<file path="src/tcp_byte_stream_reassembler_assert.svh">
// Assertion macros shared by the reassembler RTL.
// Depends on nothing; included by files that carry concurrent checks.
`ifndef TCP_BYTE_STREAM_REASSEMBLER_ASSERT_SVH
`define TCP_BYTE_STREAM_REASSEMBLER_ASSERT_SVH

// Check that cons holds in the same cycle as ante.
`define TBSR_ASSERT_SAME(label, clk, rst_n, ante, cons, msg) \
  label: assert property (@(posedge clk) disable iff (!rst_n) (ante) |-> (cons)) \
    else $error(msg);

// Check that cons holds in the cycle after ante.
`define TBSR_ASSERT_NEXT(label, clk, rst_n, ante, cons, msg) \
  label: assert property (@(posedge clk) disable iff (!rst_n) (ante) |=> (cons)) \
    else $error(msg);

`endif

</file>
<file path="src/tbsr_pkg.sv">
// Shared types and constants for the TCP byte stream reassembler.
// Depends on nothing; used by every RTL module of the block.
`timescale 1ns / 1ps
`default_nettype none

package tbsr_pkg;

  localparam int DEF_BUFFER_DEPTH = 64;   // ring slots
  localparam int MAX_RESULTS      = 64;   // bytes released per transaction at most
  localparam int IDX_W            = 64;   // stream index width
  localparam int BYTE_W           = 8;
  localparam int CNT_W            = 7;    // window, counts and offsets
  localparam int MAX_WINDOW       = 2**CNT_W - 1;
  localparam int CHUNK_W          = 16;   // valid bits counted per tree leaf
  localparam int QUEUE_DEPTH      = 2;

  localparam logic KIND_DATA = 1'b0;
  localparam logic KIND_END  = 1'b1;

  // One classified transaction waiting for the engine
  typedef struct packed {
    logic              is_end;
    logic [IDX_W-1:0]  pos;
    logic [BYTE_W-1:0] data;
    logic [CNT_W-1:0]  win;   // usable window, min(space, depth)
    logic [CNT_W-1:0]  lim;   // release limit, min(win, MAX_RESULTS)
  } item_t;

  typedef enum logic [3:0] {
    ENG_IDLE,
    ENG_CHECK,
    ENG_APPLY,
    ENG_TREE,
    ENG_SUM,
    ENG_CLOSE,
    ENG_READ,
    ENG_SEND,
    ENG_NONE
  } eng_state_t;

endpackage

`default_nettype wire

</file>
<file path="src/tbsr_ram.sv">
// Generic single-write, single-read RAM with registered read data.
// Depends on tbsr_pkg for default sizes only.
`timescale 1ns / 1ps
`default_nettype none

module tbsr_ram #(
  parameter int WIDTH = tbsr_pkg::BYTE_W,
  parameter int DEPTH = tbsr_pkg::DEF_BUFFER_DEPTH,
  localparam int AW   = $clog2(DEPTH)
) (
  input  wire logic             clk,
  input  wire logic             we,
  input  wire logic [AW-1:0]    waddr,
  input  wire logic [WIDTH-1:0] wdata,
  input  wire logic             re,
  input  wire logic [AW-1:0]    raddr,
  output logic      [WIDTH-1:0] rdata
);

  logic [WIDTH-1:0] mem_r [DEPTH];

  // Write and registered read
  always_ff @(posedge clk) begin
    if (we) begin
      mem_r[waddr] <= wdata;
    end
    if (re) begin
      rdata <= mem_r[raddr];
    end
  end

endmodule

`default_nettype wire

</file>
<file path="src/tbsr_front.sv">
// Input side: takes transactions, clamps the window and queues them.
// Depends on tbsr_pkg for the item type and size constants.
`timescale 1ns / 1ps
`default_nettype none

module tbsr_front #(
  parameter int BUFFER_DEPTH = tbsr_pkg::DEF_BUFFER_DEPTH
) (
  input  wire logic                         clk,
  input  wire logic                         rst_n,
  input  wire logic                         in_valid,
  output logic                              in_stall,
  input  wire logic                         in_kind,
  input  wire logic [tbsr_pkg::IDX_W-1:0]   in_stream_index,
  input  wire logic [tbsr_pkg::BYTE_W-1:0]  in_data_byte,
  input  wire logic [tbsr_pkg::CNT_W-1:0]   in_window_space,
  output logic                              q_valid,
  output tbsr_pkg::item_t                   q_item,
  input  wire logic                         q_pop
);

  localparam int QP_W = $clog2(tbsr_pkg::QUEUE_DEPTH);
  localparam int QC_W = $clog2(tbsr_pkg::QUEUE_DEPTH + 1);

  tbsr_pkg::item_t  entry_r [tbsr_pkg::QUEUE_DEPTH];
  tbsr_pkg::item_t  cls_item;
  logic [QP_W-1:0]  wr_ptr_r, wr_ptr_nxt;
  logic [QP_W-1:0]  rd_ptr_r, rd_ptr_nxt;
  logic [QC_W-1:0]  cnt_r, cnt_nxt;
  logic             push;
  logic [tbsr_pkg::CNT_W-1:0] win;

  // Classify: decode kind, clamp window to ring size and release limit
  always_comb begin
    if (32'(in_window_space) > BUFFER_DEPTH) begin
      win = tbsr_pkg::CNT_W'(BUFFER_DEPTH);
    end else begin
      win = in_window_space;
    end
    cls_item.is_end = (in_kind == tbsr_pkg::KIND_END);
    cls_item.pos    = in_stream_index;
    cls_item.data   = in_data_byte;
    cls_item.win    = win;
    if (win > tbsr_pkg::CNT_W'(tbsr_pkg::MAX_RESULTS)) begin
      cls_item.lim = tbsr_pkg::CNT_W'(tbsr_pkg::MAX_RESULTS);
    end else begin
      cls_item.lim = win;
    end
  end

  // Queue bookkeeping
  assign in_stall = (cnt_r == QC_W'(tbsr_pkg::QUEUE_DEPTH));
  assign push     = in_valid && !in_stall;
  assign q_valid  = (cnt_r != '0);
  assign q_item   = entry_r[rd_ptr_r];

  always_comb begin
    wr_ptr_nxt = wr_ptr_r;
    rd_ptr_nxt = rd_ptr_r;
    if (push) begin
      wr_ptr_nxt = (wr_ptr_r == QP_W'(tbsr_pkg::QUEUE_DEPTH - 1)) ? '0 : wr_ptr_r + 1'b1;
    end
    if (q_pop) begin
      rd_ptr_nxt = (rd_ptr_r == QP_W'(tbsr_pkg::QUEUE_DEPTH - 1)) ? '0 : rd_ptr_r + 1'b1;
    end
    cnt_nxt = cnt_r + QC_W'(push) - QC_W'(q_pop);
  end

  // Hold pointers and count
  always_ff @(posedge clk) begin
    if (!rst_n) begin
      wr_ptr_r <= '0;
      rd_ptr_r <= '0;
      cnt_r    <= '0;
    end else begin
      wr_ptr_r <= wr_ptr_nxt;
      rd_ptr_r <= rd_ptr_nxt;
      cnt_r    <= cnt_nxt;
    end
  end

  // Store the classified transaction
  always_ff @(posedge clk) begin
    if (push) begin
      entry_r[wr_ptr_r] <= cls_item;
    end
  end

endmodule

`default_nettype wire

</file>
<file path="src/tbsr_engine.sv">
// Back side: applies one queued transaction to the ring and releases the run.
// Depends on tbsr_pkg and instantiates tbsr_ram for the byte store.
`timescale 1ns / 1ps
`default_nettype none

module tbsr_engine #(
  parameter int BUFFER_DEPTH = tbsr_pkg::DEF_BUFFER_DEPTH
) (
  input  wire logic                         clk,
  input  wire logic                         rst_n,
  input  wire logic                         q_valid,
  input  wire tbsr_pkg::item_t              q_item,
  output logic                              q_pop,
  output logic                              out_valid,
  input  wire logic                         out_stall,
  output logic                              out_has_byte,
  output logic [tbsr_pkg::BYTE_W-1:0]       out_out_byte,
  output logic                              out_run_last,
  output logic [tbsr_pkg::CNT_W-1:0]        out_pending_count,
  output logic                              out_stream_closed
);

  localparam int AW     = $clog2(BUFFER_DEPTH);
  localparam int VLEN   = (BUFFER_DEPTH < tbsr_pkg::MAX_WINDOW) ?
                          BUFFER_DEPTH : tbsr_pkg::MAX_WINDOW;
  localparam int VIDX_W = $clog2(VLEN);
  localparam int NCH    = (VLEN + tbsr_pkg::CHUNK_W - 1) / tbsr_pkg::CHUNK_W;
  localparam int VPAD   = NCH * tbsr_pkg::CHUNK_W;
  localparam int CC_W   = $clog2(tbsr_pkg::CHUNK_W + 1);
  localparam int SW     = ((AW > tbsr_pkg::CNT_W) ? AW : tbsr_pkg::CNT_W) + 1;
  localparam int IW     = tbsr_pkg::IDX_W;
  localparam int CW     = tbsr_pkg::CNT_W;

  tbsr_pkg::eng_state_t state_r, state_nxt;

  // Valid marks held by offset from next_index: bit k is stream position next + k
  logic [VLEN-1:0]        valid_r, valid_nxt;
  logic [IW-1:0]          next_r, next_nxt;
  logic [AW-1:0]          head_r, head_nxt;
  logic                   end_known_r, end_known_nxt;
  logic [IW-1:0]          end_r, end_nxt;
  tbsr_pkg::item_t        cur_r, cur_nxt;
  logic                   in_win_r, in_win_nxt;
  logic [CW-1:0]          off_r, off_nxt;
  logic [CC_W-1:0]        ccnt_r [NCH];
  logic [CC_W-1:0]        clead_r [NCH];
  logic [CC_W-1:0]        ccnt_nxt [NCH];
  logic [CC_W-1:0]        clead_nxt [NCH];
  logic [CW-1:0]          pend_r, pend_nxt;
  logic [CW-1:0]          remain_r, remain_nxt;
  logic                   closed_r, closed_nxt;

  logic                   out_valid_r, out_valid_nxt;
  logic                   out_has_byte_r, out_has_byte_nxt;
  logic [tbsr_pkg::BYTE_W-1:0] out_byte_r, out_byte_nxt;
  logic                   out_last_r, out_last_nxt;
  logic [CW-1:0]          out_pend_r, out_pend_nxt;
  logic                   out_closed_r, out_closed_nxt;

  logic                   ram_we, ram_re;
  logic [AW-1:0]          ram_waddr;
  logic [tbsr_pkg::BYTE_W-1:0] ram_rdata;

  logic [IW-1:0]          off64;
  logic                   in_win_calc;
  logic [VLEN-1:0]        wmask;
  logic [SW-1:0]          slot_sum;
  logic [AW-1:0]          wslot;
  logic [CW-1:0]          total_calc, run_calc, run_cap;
  logic [IW-1:0]          next_final;
  logic                   out_free;

  // Window test for the current data byte
  always_comb begin
    off64       = cur_r.pos - next_r;
    in_win_calc = (cur_r.pos >= next_r) && (off64 < IW'(cur_r.win));
  end

  // Shrink mask and ring slot of the written byte
  always_comb begin
    for (int k = 0; k < VLEN; k++) begin
      wmask[k] = (CW'(k) < cur_r.win);
    end
    slot_sum = SW'(head_r) + SW'(off_r);
    if (slot_sum >= SW'(BUFFER_DEPTH)) begin
      slot_sum = slot_sum - SW'(BUFFER_DEPTH);
    end
    wslot = AW'(slot_sum);
  end

  // First tree level: count and leading run per chunk of valid marks
  always_comb begin
    logic [VPAD-1:0] vpad;
    logic            go;
    vpad = VPAD'(valid_r);
    for (int c = 0; c < NCH; c++) begin
      ccnt_nxt[c]  = '0;
      clead_nxt[c] = '0;
      go           = 1'b1;
      for (int b = 0; b < tbsr_pkg::CHUNK_W; b++) begin
        ccnt_nxt[c] = ccnt_nxt[c] + CC_W'(vpad[c*tbsr_pkg::CHUNK_W + b]);
        if (go && vpad[c*tbsr_pkg::CHUNK_W + b]) begin
          clead_nxt[c] = clead_nxt[c] + 1'b1;
        end else begin
          go = 1'b0;
        end
      end
    end
  end

  // Second tree level: total stored and length of the run from the head
  always_comb begin
    logic go;
    total_calc = '0;
    run_calc   = '0;
    go         = 1'b1;
    for (int c = 0; c < NCH; c++) begin
      total_calc = total_calc + CW'(ccnt_r[c]);
      if (go) begin
        run_calc = run_calc + CW'(clead_r[c]);
      end
      if (clead_r[c] != CC_W'(tbsr_pkg::CHUNK_W)) begin
        go = 1'b0;
      end
    end
    run_cap = (run_calc < cur_r.lim) ? run_calc : cur_r.lim;
  end

  assign next_final = next_r + IW'(remain_r);
  assign out_free   = !out_valid_r || !out_stall;

  // Sequencer: next state, datapath updates and output register loads
  always_comb begin
    state_nxt        = state_r;
    valid_nxt        = valid_r;
    next_nxt         = next_r;
    head_nxt         = head_r;
    end_known_nxt    = end_known_r;
    end_nxt          = end_r;
    cur_nxt          = cur_r;
    in_win_nxt       = in_win_r;
    off_nxt          = off_r;
    pend_nxt         = pend_r;
    remain_nxt       = remain_r;
    closed_nxt       = closed_r;
    out_valid_nxt    = out_valid_r;
    out_has_byte_nxt = out_has_byte_r;
    out_byte_nxt     = out_byte_r;
    out_last_nxt     = out_last_r;
    out_pend_nxt     = out_pend_r;
    out_closed_nxt   = out_closed_r;
    q_pop            = 1'b0;
    ram_we           = 1'b0;
    ram_re           = 1'b0;
    ram_waddr        = wslot;

    // Drop a result once it is taken (valid and no stall)
    if (out_valid_r && !out_stall) begin
      out_valid_nxt = 1'b0;
    end

    case (state_r)
      tbsr_pkg::ENG_IDLE: begin
        if (q_valid) begin
          q_pop     = 1'b1;
          cur_nxt   = q_item;
          state_nxt = tbsr_pkg::ENG_CHECK;
        end
      end
      tbsr_pkg::ENG_CHECK: begin
        in_win_nxt = in_win_calc;
        off_nxt    = off64[CW-1:0];
        state_nxt  = tbsr_pkg::ENG_APPLY;
      end
      tbsr_pkg::ENG_APPLY: begin
        // Drop marks beyond the window, then store the byte or note the end
        valid_nxt = valid_r & wmask;
        if (cur_r.is_end) begin
          end_known_nxt = 1'b1;
          end_nxt       = cur_r.pos;
        end else if (in_win_r) begin
          valid_nxt[off_r[VIDX_W-1:0]] = 1'b1;
          ram_we                       = 1'b1;
        end
        state_nxt = tbsr_pkg::ENG_TREE;
      end
      tbsr_pkg::ENG_TREE: begin
        state_nxt = tbsr_pkg::ENG_SUM;
      end
      tbsr_pkg::ENG_SUM: begin
        remain_nxt = run_cap;
        pend_nxt   = total_calc - run_cap;
        state_nxt  = tbsr_pkg::ENG_CLOSE;
      end
      tbsr_pkg::ENG_CLOSE: begin
        closed_nxt = end_known_r && (next_final >= end_r);
        state_nxt  = (remain_r == '0) ? tbsr_pkg::ENG_NONE : tbsr_pkg::ENG_READ;
      end
      tbsr_pkg::ENG_READ: begin
        ram_re    = 1'b1;
        state_nxt = tbsr_pkg::ENG_SEND;
      end
      tbsr_pkg::ENG_SEND: begin
        // Release the head byte and advance the ring
        if (out_free) begin
          out_valid_nxt    = 1'b1;
          out_has_byte_nxt = 1'b1;
          out_byte_nxt     = ram_rdata;
          out_last_nxt     = (remain_r == CW'(1));
          out_pend_nxt     = pend_r;
          out_closed_nxt   = closed_r;
          valid_nxt        = valid_r >> 1;
          next_nxt         = next_r + IW'(1);
          head_nxt         = (head_r == AW'(BUFFER_DEPTH - 1)) ? '0 : head_r + 1'b1;
          remain_nxt       = remain_r - CW'(1);
          state_nxt        = (remain_r == CW'(1)) ? tbsr_pkg::ENG_IDLE : tbsr_pkg::ENG_READ;
        end
      end
      tbsr_pkg::ENG_NONE: begin
        // Report status without a byte
        if (out_free) begin
          out_valid_nxt    = 1'b1;
          out_has_byte_nxt = 1'b0;
          out_byte_nxt     = '0;
          out_last_nxt     = 1'b1;
          out_pend_nxt     = pend_r;
          out_closed_nxt   = closed_r;
          state_nxt        = tbsr_pkg::ENG_IDLE;
        end
      end
      default: begin
        state_nxt = tbsr_pkg::ENG_IDLE;
      end
    endcase
  end

  // State register
  always_ff @(posedge clk) begin
    if (!rst_n) begin
      state_r <= tbsr_pkg::ENG_IDLE;
    end else begin
      state_r <= state_nxt;
    end
  end

  // Control and stream state
  always_ff @(posedge clk) begin
    if (!rst_n) begin
      valid_r     <= '0;
      next_r      <= '0;
      head_r      <= '0;
      end_known_r <= 1'b0;
      end_r       <= '0;
      out_valid_r <= 1'b0;
    end else begin
      valid_r     <= valid_nxt;
      next_r      <= next_nxt;
      head_r      <= head_nxt;
      end_known_r <= end_known_nxt;
      end_r       <= end_nxt;
      out_valid_r <= out_valid_nxt;
    end
  end

  // Payload registers
  always_ff @(posedge clk) begin
    cur_r          <= cur_nxt;
    in_win_r       <= in_win_nxt;
    off_r          <= off_nxt;
    ccnt_r         <= ccnt_nxt;
    clead_r        <= clead_nxt;
    pend_r         <= pend_nxt;
    remain_r       <= remain_nxt;
    closed_r       <= closed_nxt;
    out_has_byte_r <= out_has_byte_nxt;
    out_byte_r     <= out_byte_nxt;
    out_last_r     <= out_last_nxt;
    out_pend_r     <= out_pend_nxt;
    out_closed_r   <= out_closed_nxt;
  end

  // Byte store ring
  tbsr_ram #(
    .WIDTH (tbsr_pkg::BYTE_W),
    .DEPTH (BUFFER_DEPTH)
  ) u_store (
    .clk   (clk),
    .we    (ram_we),
    .waddr (ram_waddr),
    .wdata (cur_r.data),
    .re    (ram_re),
    .raddr (head_r),
    .rdata (ram_rdata)
  );

  assign out_valid         = out_valid_r;
  assign out_has_byte      = out_has_byte_r;
  assign out_out_byte      = out_byte_r;
  assign out_run_last      = out_last_r;
  assign out_pending_count = out_pend_r;
  assign out_stream_closed = out_closed_r;

endmodule

`default_nettype wire

</file>
<file path="src/tcp_byte_stream_reassembler.sv">
// Reassembles out-of-order stream bytes into an in-order byte stream. Each input
// transaction is a data byte or an end-of-stream marker at a 64-bit stream index,
// plus the writer's free space. A two-entry queue parts the input from the engine.
// The engine takes one transaction at a time: it checks the window, updates the
// ring and counts the releasable run, then reads and sends each released byte in
// turn, holding while the output stalls (the byte store has one registered read
// port and the run is walked one slot at a time), or sends one status-only result.
// Valid marks sit in min(BUFFER_DEPTH, 127) flip-flops cleared at reset, so
// no clearing pass runs after reset.
// Depends on tbsr_pkg, tbsr_front, tbsr_engine and the assertion macro header.
`timescale 1ns / 1ps
`default_nettype none

`include "tcp_byte_stream_reassembler_assert.svh"

module tcp_byte_stream_reassembler #(
  parameter int BUFFER_DEPTH = tbsr_pkg::DEF_BUFFER_DEPTH
) (
  input  wire logic                         clk,
  input  wire logic                         rst_n,
  input  wire logic                         in_valid,
  output logic                              in_stall,
  input  wire logic                         in_kind,
  input  wire logic [tbsr_pkg::IDX_W-1:0]   in_stream_index,
  input  wire logic [tbsr_pkg::BYTE_W-1:0]  in_data_byte,
  input  wire logic [tbsr_pkg::CNT_W-1:0]   in_window_space,
  output logic                              out_valid,
  input  wire logic                         out_stall,
  output logic                              out_has_byte,
  output logic [tbsr_pkg::BYTE_W-1:0]       out_out_byte,
  output logic                              out_run_last,
  output logic [tbsr_pkg::CNT_W-1:0]        out_pending_count,
  output logic                              out_stream_closed
);

  logic            q_valid;
  logic            q_pop;
  tbsr_pkg::item_t q_item;

  // Accept and classify transactions
  tbsr_front #(
    .BUFFER_DEPTH (BUFFER_DEPTH)
  ) u_front (
    .clk             (clk),
    .rst_n           (rst_n),
    .in_valid        (in_valid),
    .in_stall        (in_stall),
    .in_kind         (in_kind),
    .in_stream_index (in_stream_index),
    .in_data_byte    (in_data_byte),
    .in_window_space (in_window_space),
    .q_valid         (q_valid),
    .q_item          (q_item),
    .q_pop           (q_pop)
  );

  // Apply to the ring and release the in-order run
  tbsr_engine #(
    .BUFFER_DEPTH (BUFFER_DEPTH)
  ) u_engine (
    .clk               (clk),
    .rst_n             (rst_n),
    .q_valid           (q_valid),
    .q_item            (q_item),
    .q_pop             (q_pop),
    .out_valid         (out_valid),
    .out_stall         (out_stall),
    .out_has_byte      (out_has_byte),
    .out_out_byte      (out_out_byte),
    .out_run_last      (out_run_last),
    .out_pending_count (out_pending_count),
    .out_stream_closed (out_stream_closed)
  );

  // A status-only result always closes its transaction's results
  `TBSR_ASSERT_SAME(a_nobyte_last, clk, rst_n, out_valid && !out_has_byte, out_run_last, "status-only result without run_last")
  // Pending bytes never exceed the ring
  `TBSR_ASSERT_SAME(a_pend_bound, clk, rst_n, out_valid, 32'(out_pending_count) <= BUFFER_DEPTH, "pending count beyond ring size")
  // A run is never cut by a status-only result
  `TBSR_ASSERT_NEXT(a_run_cont, clk, rst_n, out_valid && !out_stall && out_has_byte && !out_run_last, !out_valid || out_has_byte, "run interrupted by a status-only result")

endmodule

`default_nettype wire
</file>
<file path="config.mk">
export PLATFORM = sky130hd
export DESIGN_NAME = tcp_byte_stream_reassembler
export DESIGN_NICKNAME = d
export VERILOG_FILES = /design/src/tbsr_pkg.sv /design/src/tbsr_ram.sv /design/src/tbsr_front.sv /design/src/tbsr_engine.sv /design/src/tcp_byte_stream_reassembler.sv
export VERILOG_INCLUDE_DIRS = /design/src /design/src/src
export SDC_FILE = /design/constraint.sdc
export NUM_CORES = 2
export LEC_CHECK = 0
export BUFFER_PORTS_ARGS = -buffer_cell sky130_fd_sc_hd__buf_2
export CORE_MARGIN = 4
export CORE_UTILIZATION = 45
export DETAILED_ROUTE_END_ITERATION = 8
export GPL_TIMING_DRIVEN = 0
export PLACE_DENSITY = 0.64
export SKIP_CTS_REPAIR_TIMING = 1
export SLEW_MARGIN = 20
export SYNTH_ARGS = -nofsm -noshare
export SYNTH_HDL_FRONTEND = slang
export SYNTH_HIERARCHICAL = 1
export SYNTH_SLANG_ARGS = --single-unit
export TNS_END_PERCENT = 20
</file>
<file path="constraint.sdc">
create_clock -name clk -period 14.5 [get_ports clk]
set_input_delay 2.9 -clock clk [delete_from_list [all_inputs] [get_ports clk]]
set_output_delay 2.9 -clock clk [all_outputs]
set_load 0.02 [all_outputs]
</file>
# After elaboration in Yosys (flattened, before gate mapping)
# Memory sizes are Yosys's and may differ from the RTL's. A register that Yosys moved wholly into a read port is not among the register bits.
# Index checks and enable logic that the tools add are counted.
# op_classes
n_addsub	138
magnitude_cmp	73
eq_ne	17
mux	172
bitwise_logic	2
reduce_logical	84
# ops
operator	n
2-to-1 mux 5 bit	60
adder 5 x 1 -> 5 bit	56
adder 5 x 1 -> 5 bit, second input constant	56
less-than comparator 6 x 7 -> 1 bit, first input constant	32
2-to-1 mux 64 bit	3
>= comparator 64 bit	2
one-hot mux 64 bit (2 select lines)	1
less-than comparator 5 x 7 -> 1 bit, first input constant	16
2-to-1 mux 1 bit	86
logical AND 1 bit	65
adder 64 x 1 -> 64 bit, second input constant	1
adder 64 x 7 -> 64 bit	1
bitwise AND 64 bit	1
less-than comparator 64 x 7 -> 1 bit	1
OR 64 bit	1
subtractor 64 bit	1
less-than comparator 4 x 7 -> 1 bit, first input constant	8
2-to-1 mux 7 bit	7
one-hot mux 4 bit (9 select lines)	1
adder 7 x 5 -> 7 bit	4
less-than comparator 3 x 7 -> 1 bit, first input constant	4
equality test 4 x 3 -> 1 bit, second input constant	4
2-to-1 mux 4 bit	4
2-to-1 mux 8 bit	2
other kinds (41)	69
# totals
regBits	289
mem_bits_rw	686
inputBits	84
output_inout_bits	20
elab_cells	516
n_memories	2
# mem_list
name	depth	word_bits	read_ports	rd_ports_with_merged_regs	wr	line_no	source
u_engine.u_store.mem_r	64	8	1	1	1	tbsr_ram.sv:20	logic [WIDTH-1:0] mem_r [DEPTH];
u_front.entry_r	2	87	1	1	1	tbsr_front.sv:25	tbsr_pkg::item_t entry_r [tbsr_pkg::QUEUE_DEPTH];

# Longest topological paths before layout
# depth
word_depth	31
ltp_mapped	49
ltp_nobuf	48

# Cells and area by module
# Netlist, hierarchy kept.
# modules_own_cells
module	instances	cells_each	area_per_inst_um2	seq_area_each_um2
tbsr_engine	1	3731	30883.4	8698.3
tbsr_ram	1	967	20317.0	15615.0
tbsr_front	1	309	6729.0	5265.0

# Worst setup path before layout
# No wires, ideal clock.
# synth_path
path_type	register to register
from	reg u_engine.valid_r[32]
to	reg u_engine/clead_r[9] (netlist bit)
setup_time_ns	0.119
t_arrival_ns	8.382
required_ns	14.381
setup_slack_ns	5.999
path_stages_with_launch	44
path_buffers	2
period_less_slack_ns	8.501
cell_sequence	dfxtp_1 -> ha_1 -> buf_2 -> buf_1 -> xnor2_1 -> ha_1 -> o21a_1 -> ha_1 -> mux2_2 -> o21ai_1 -> inv_1 -> ha_1 -> nand2_1 -> o21ai_0 -> ha_1 -> mux2i_1 -> mux2_2 -> inv_1 -> (+8 left out) -> nand2_1 -> ha_1 -> mux2i_1 -> o21ai_0 -> ha_1 -> mux2_2 -> ha_1 -> mux2_2 -> ha_1 -> mux2_2 -> ha_1 -> mux2_2 -> ha_1 -> nand2_1 -> o22ai_1 -> mux2i_1 -> nor2_1 -> xnor2_1
# synth_rtl
element	line_no	source
start: declaration	tbsr_engine.sv:37	logic [VLEN-1:0] valid_r, valid_nxt;
start signal: assignment	tbsr_engine.sv:256	valid_r <= valid_nxt;
end signal: assignment	tbsr_engine.sv:271	clead_r <= clead_nxt;
end: declaration	tbsr_engine.sv:46	logic [CC_W-1:0] clead_r [NCH];

==> run summary <==
Pin count of the biggest net entering global routing: 47
Peak supply drop: 136.1 uV
Setup TNS: 0 ns
Netlist Area Pre-Place: 57930 sq um
Clock Sinks: 1068
Fillers: 11130
Yosys warns: 6
Initial Utilization: 0.4537
H-tree depth: 3
Pre-CTS WS: 4.822 ns
Comb pwr share: 0.265
Via Count: 40360
RSZ-0062 raised after global routing: false
Syn Nets: 5413
Detail Placement HPWL: 122000 microns
Final worst-path cycle share: 0.6698
Crit path largest cell delay: 0.51 ns
Sequential power share: 0.433
Share of post-route cells with drive strength above 1: 0.1243
Min cycle time layout: 9.712 ns
CTS tree: built
HP Class: flop to flop
Highest Clock Rate: 103.0 MHz
Bufs on Longest Clock Path: 3
Final non-filler cell area: 64820 sq um
Power Dens Cells: 142.3 nW/um^2
FFs w/ async S/R, synth: 0
Most used cell, CP: ha_1
N_diodes: 0
EDFF count, synth: 819
Detail Route Antenna Nets: 0
Status: completed
DRC errors left: 0
Core Util, Final: 0.5077
Root Driver: clkbuf_16
Worst R2R Setup Slack: 4.79 ns
Rows: 131
Switching Share: 0.3263
TritonRoute pass-1 iters: 7
Part of the Yosys area used for sequential elements: 0.5106
Layout Area Growth over Synthesis: 11.89%
Avg Cell Area, Syn: 11.57 sq um
Total core area: 127700 sq um
Clock buffer count from CTS: 108
Worst EP arrival: 10.31 ns
Worst Path Required: 15.10 ns
Routed WL: 161000 microns
Yosys reg bits: 1068
CP Launch Type: flop
Setup CP Type: flop to flop
Clock-pin transition on the worst setup and hold timing paths: 0.06 ns
Worst R2R Start: u_engine/valid_r[32]$_SDFFE_PN0P_
Min-Delay Endpoint: u_engine/out_pending_count[2]$_DFFE_PP_
Antenna violations before repair: 12
Fin. max-slew vios: 0
CP max stage cell: buf_1
Maximum fanout along the worst path: 10
Via density: 5.761
GP Congestion: 0.9580
First-pass GRT wire length: 242000 microns
Chip width: 366.8 microns
Clock power frac: 0.301
Hold Crit Depth: 0
Slew margin rel.: 0.2016
Slew @ Worst Pin: 1.193 ns
Cell count of the worst reg-to-reg path: 43
Gr usage total: 0.2341
Final nets: 5658
Int Power: 6.214 mW
Maximum Capacitance Violations: 0
1st-iter DRT viols: 4109
Gr ovfl total: 0
Die Area: 134500 sq um
CP endpoint kind: flop
Number of global-route vias before repair: 38760
Leakage: 22.40 nW
# IOs: 104
Die Ht: 366.8 microns
Post-Synthesis Cells: 5007
Final Setup Violations: 0
Hold Crit Start: u_engine/pend_r[2]$_DFFE_PP_
Main flop type after synthesis: edfxtp_1
# port buffers: 103
Synth unique cells: 103
Placed cell areas: 61230 sq um
Final Hold Vio Count: 0
R2r endpoint: u_engine/clead_r[9]$_DFF_P_
Latest clock arrival within the worst-skew pair: 0.78 ns
Net Switching: 3.009 mW
WL per Instance: 22.99 microns
PnR worst setup slack: 4.788 ns
Setup Skew: 0.06588 ns
## power by group through the flow
stage                     clock network (mW)  logic, mW  registers (mW)
after global placement                     0       2.05            4.29
after CTS                               2.83       2.41            4.00
final                                   2.78       2.45            4.00
after floorplan                            0       1.44            4.05
after detailed placement                   0       2.40            4.06
after global routing                    2.97       2.66            4.02
## layout by cell type, fill, tap and decap left out, types with 119 or more instances in the layout
cell type / count
and2_1: 132
edfxtp_1: 819
xnor2_1: 264
nor2_1: 272
ha_1: 262
o21ai_0: 223
nand2_1: 428
mux4_2: 119
dfxtp_1: 249
inv_1: 329
buf_2: 131
clkbuf_1: 193
a21oi_1: 218
## routing by layer
metal / up-vias / wire length, microns / part of all wire / global-route usage
met2: 1475 / 71670 / 0.45 / 0.3623
met5: - / 70 / 0.00043 / 0
li1: 18790 / - / - / -
met1: 19800 / 71400 / 0.44 / 0.3348
met3: 275 / 13450 / 0.084 / 0.05015
met4: 12 / 4439 / 0.028 / 0.06324
## registers in the layout (all words and copies together) (netlist names), 2 cells and up, named ones only
signal,count
u_engine/cur_r,87
u_engine/end_r,64
u_front/entry_r,172
u_engine/u_store/rdata,8
u_engine/state_r,4
u_engine/head_r,6
u_engine/pend_r,7
u_engine/ccnt_r,20
u_engine/clead_r,20
u_engine/remain_r,7
u_front/cnt_r,2
u_engine/u_store/mem_r,512
u_engine/out_pending_count,7
u_engine/valid_r,64
u_engine/off_r,6
u_engine/out_out_byte,8
u_engine/next_r,64
## metrics by stage
stage,hold slack [ns],std cells,total power [mW]
floorplan,0.4003,5007,5.491
global placement,0.4080,6772,6.337
detailed placement,0.4063,6804,6.459
CTS,0.4212,7005,9.241
global route,0.4242,7005,9.651
finish,0.4213,7005,9.223
## cell usage after synthesis (101+ instances only)
cell | number | area [sq um]
edfxtp_1 | 819 | 24590
nand2_1 | 428 | 1607
inv_1 | 329 | 1235
nor2_1 | 273 | 1025
xnor2_1 | 264 | 2312
ha_1 | 262 | 3278
dfxtp_1 | 249 | 4985
o21ai_0 | 223 | 1116
a21oi_1 | 219 | 1096
clkbuf_1 | 173 | 649.4
and2_1 | 132 | 825.8
mux4_2 | 119 | 2680
nand3_1 | 111 | 555.5
a21boi_0 | 101 | 758.2
## worst max path at each step
stage | start | endpoint | slack (ns) | cells past startpoint
after floorplan | u_engine/valid_r[32]$_SDFFE_PN0P_ | u_engine/clead_r[9]$_DFF_P_ | 6.00 | 43
after global placement | in_valid | u_front/entry_r[0][64]$_DFFE_PP_ | 3.98 | 3
after detailed placement | u_engine/valid_r[32]$_SDFFE_PN0P_ | u_engine/clead_r[9]$_DFF_P_ | 4.82 | 43
after CTS | u_engine/valid_r[32]$_SDFFE_PN0P_ | u_engine/clead_r[9]$_DFF_P_ | 4.79 | 43
after global routing | u_engine/valid_r[32]$_SDFFE_PN0P_ | u_engine/clead_r[9]$_DFF_P_ | 4.11 | 43
final | u_engine/valid_r[32]$_SDFFE_PN0P_ | u_engine/clead_r[9]$_DFF_P_ | 4.79 | 43
## cells by family (layout without fill, tap and decap cells)
kind of cell    Yosys count  after routing  share of synthesized area
simple gates           1420           1420                     0.1227
flops                  1068           1068                     0.5106
compound gates          980            980                     0.1098
buf+inv                 568            904                    0.04119
xor+xnor                337            337                    0.05337
fa+ha+maj               324            324                    0.07767
mux                     310            310                    0.08462
## worst max-delay path: cells and delay by family (launching register included)
kind            cells  cell delay (ns)
xor+xnor            2             0.46
simple gates        7             0.50
mux                10             2.02
compound gates      6             1.16
fa+ha+maj          14             4.14
buf+inv             4             0.84
flops               1             0.49
## layout make-up
| cell class | count | area (sq um) | share of cell area |
|---|---|---|---|
| flip-flops and latches | 1068 | 29580 | 0.4563 |
| multi-input cells | 3371 | 26090 | 0.4026 |
| clock buffers | 142 | 2974 | 0.04588 |
| well taps | 1662 | 2079 | 0.03208 |
| inverters | 331 | 1242 | 0.01917 |
| plain buffers | 237 | 1147 | 0.01770 |
| repair buffers | 135 | 1106 | 0.01706 |
| clock inverters | 59 | 598.1 | 0.009227 |
Note: power is estimated with default switching activity, not from simulation.
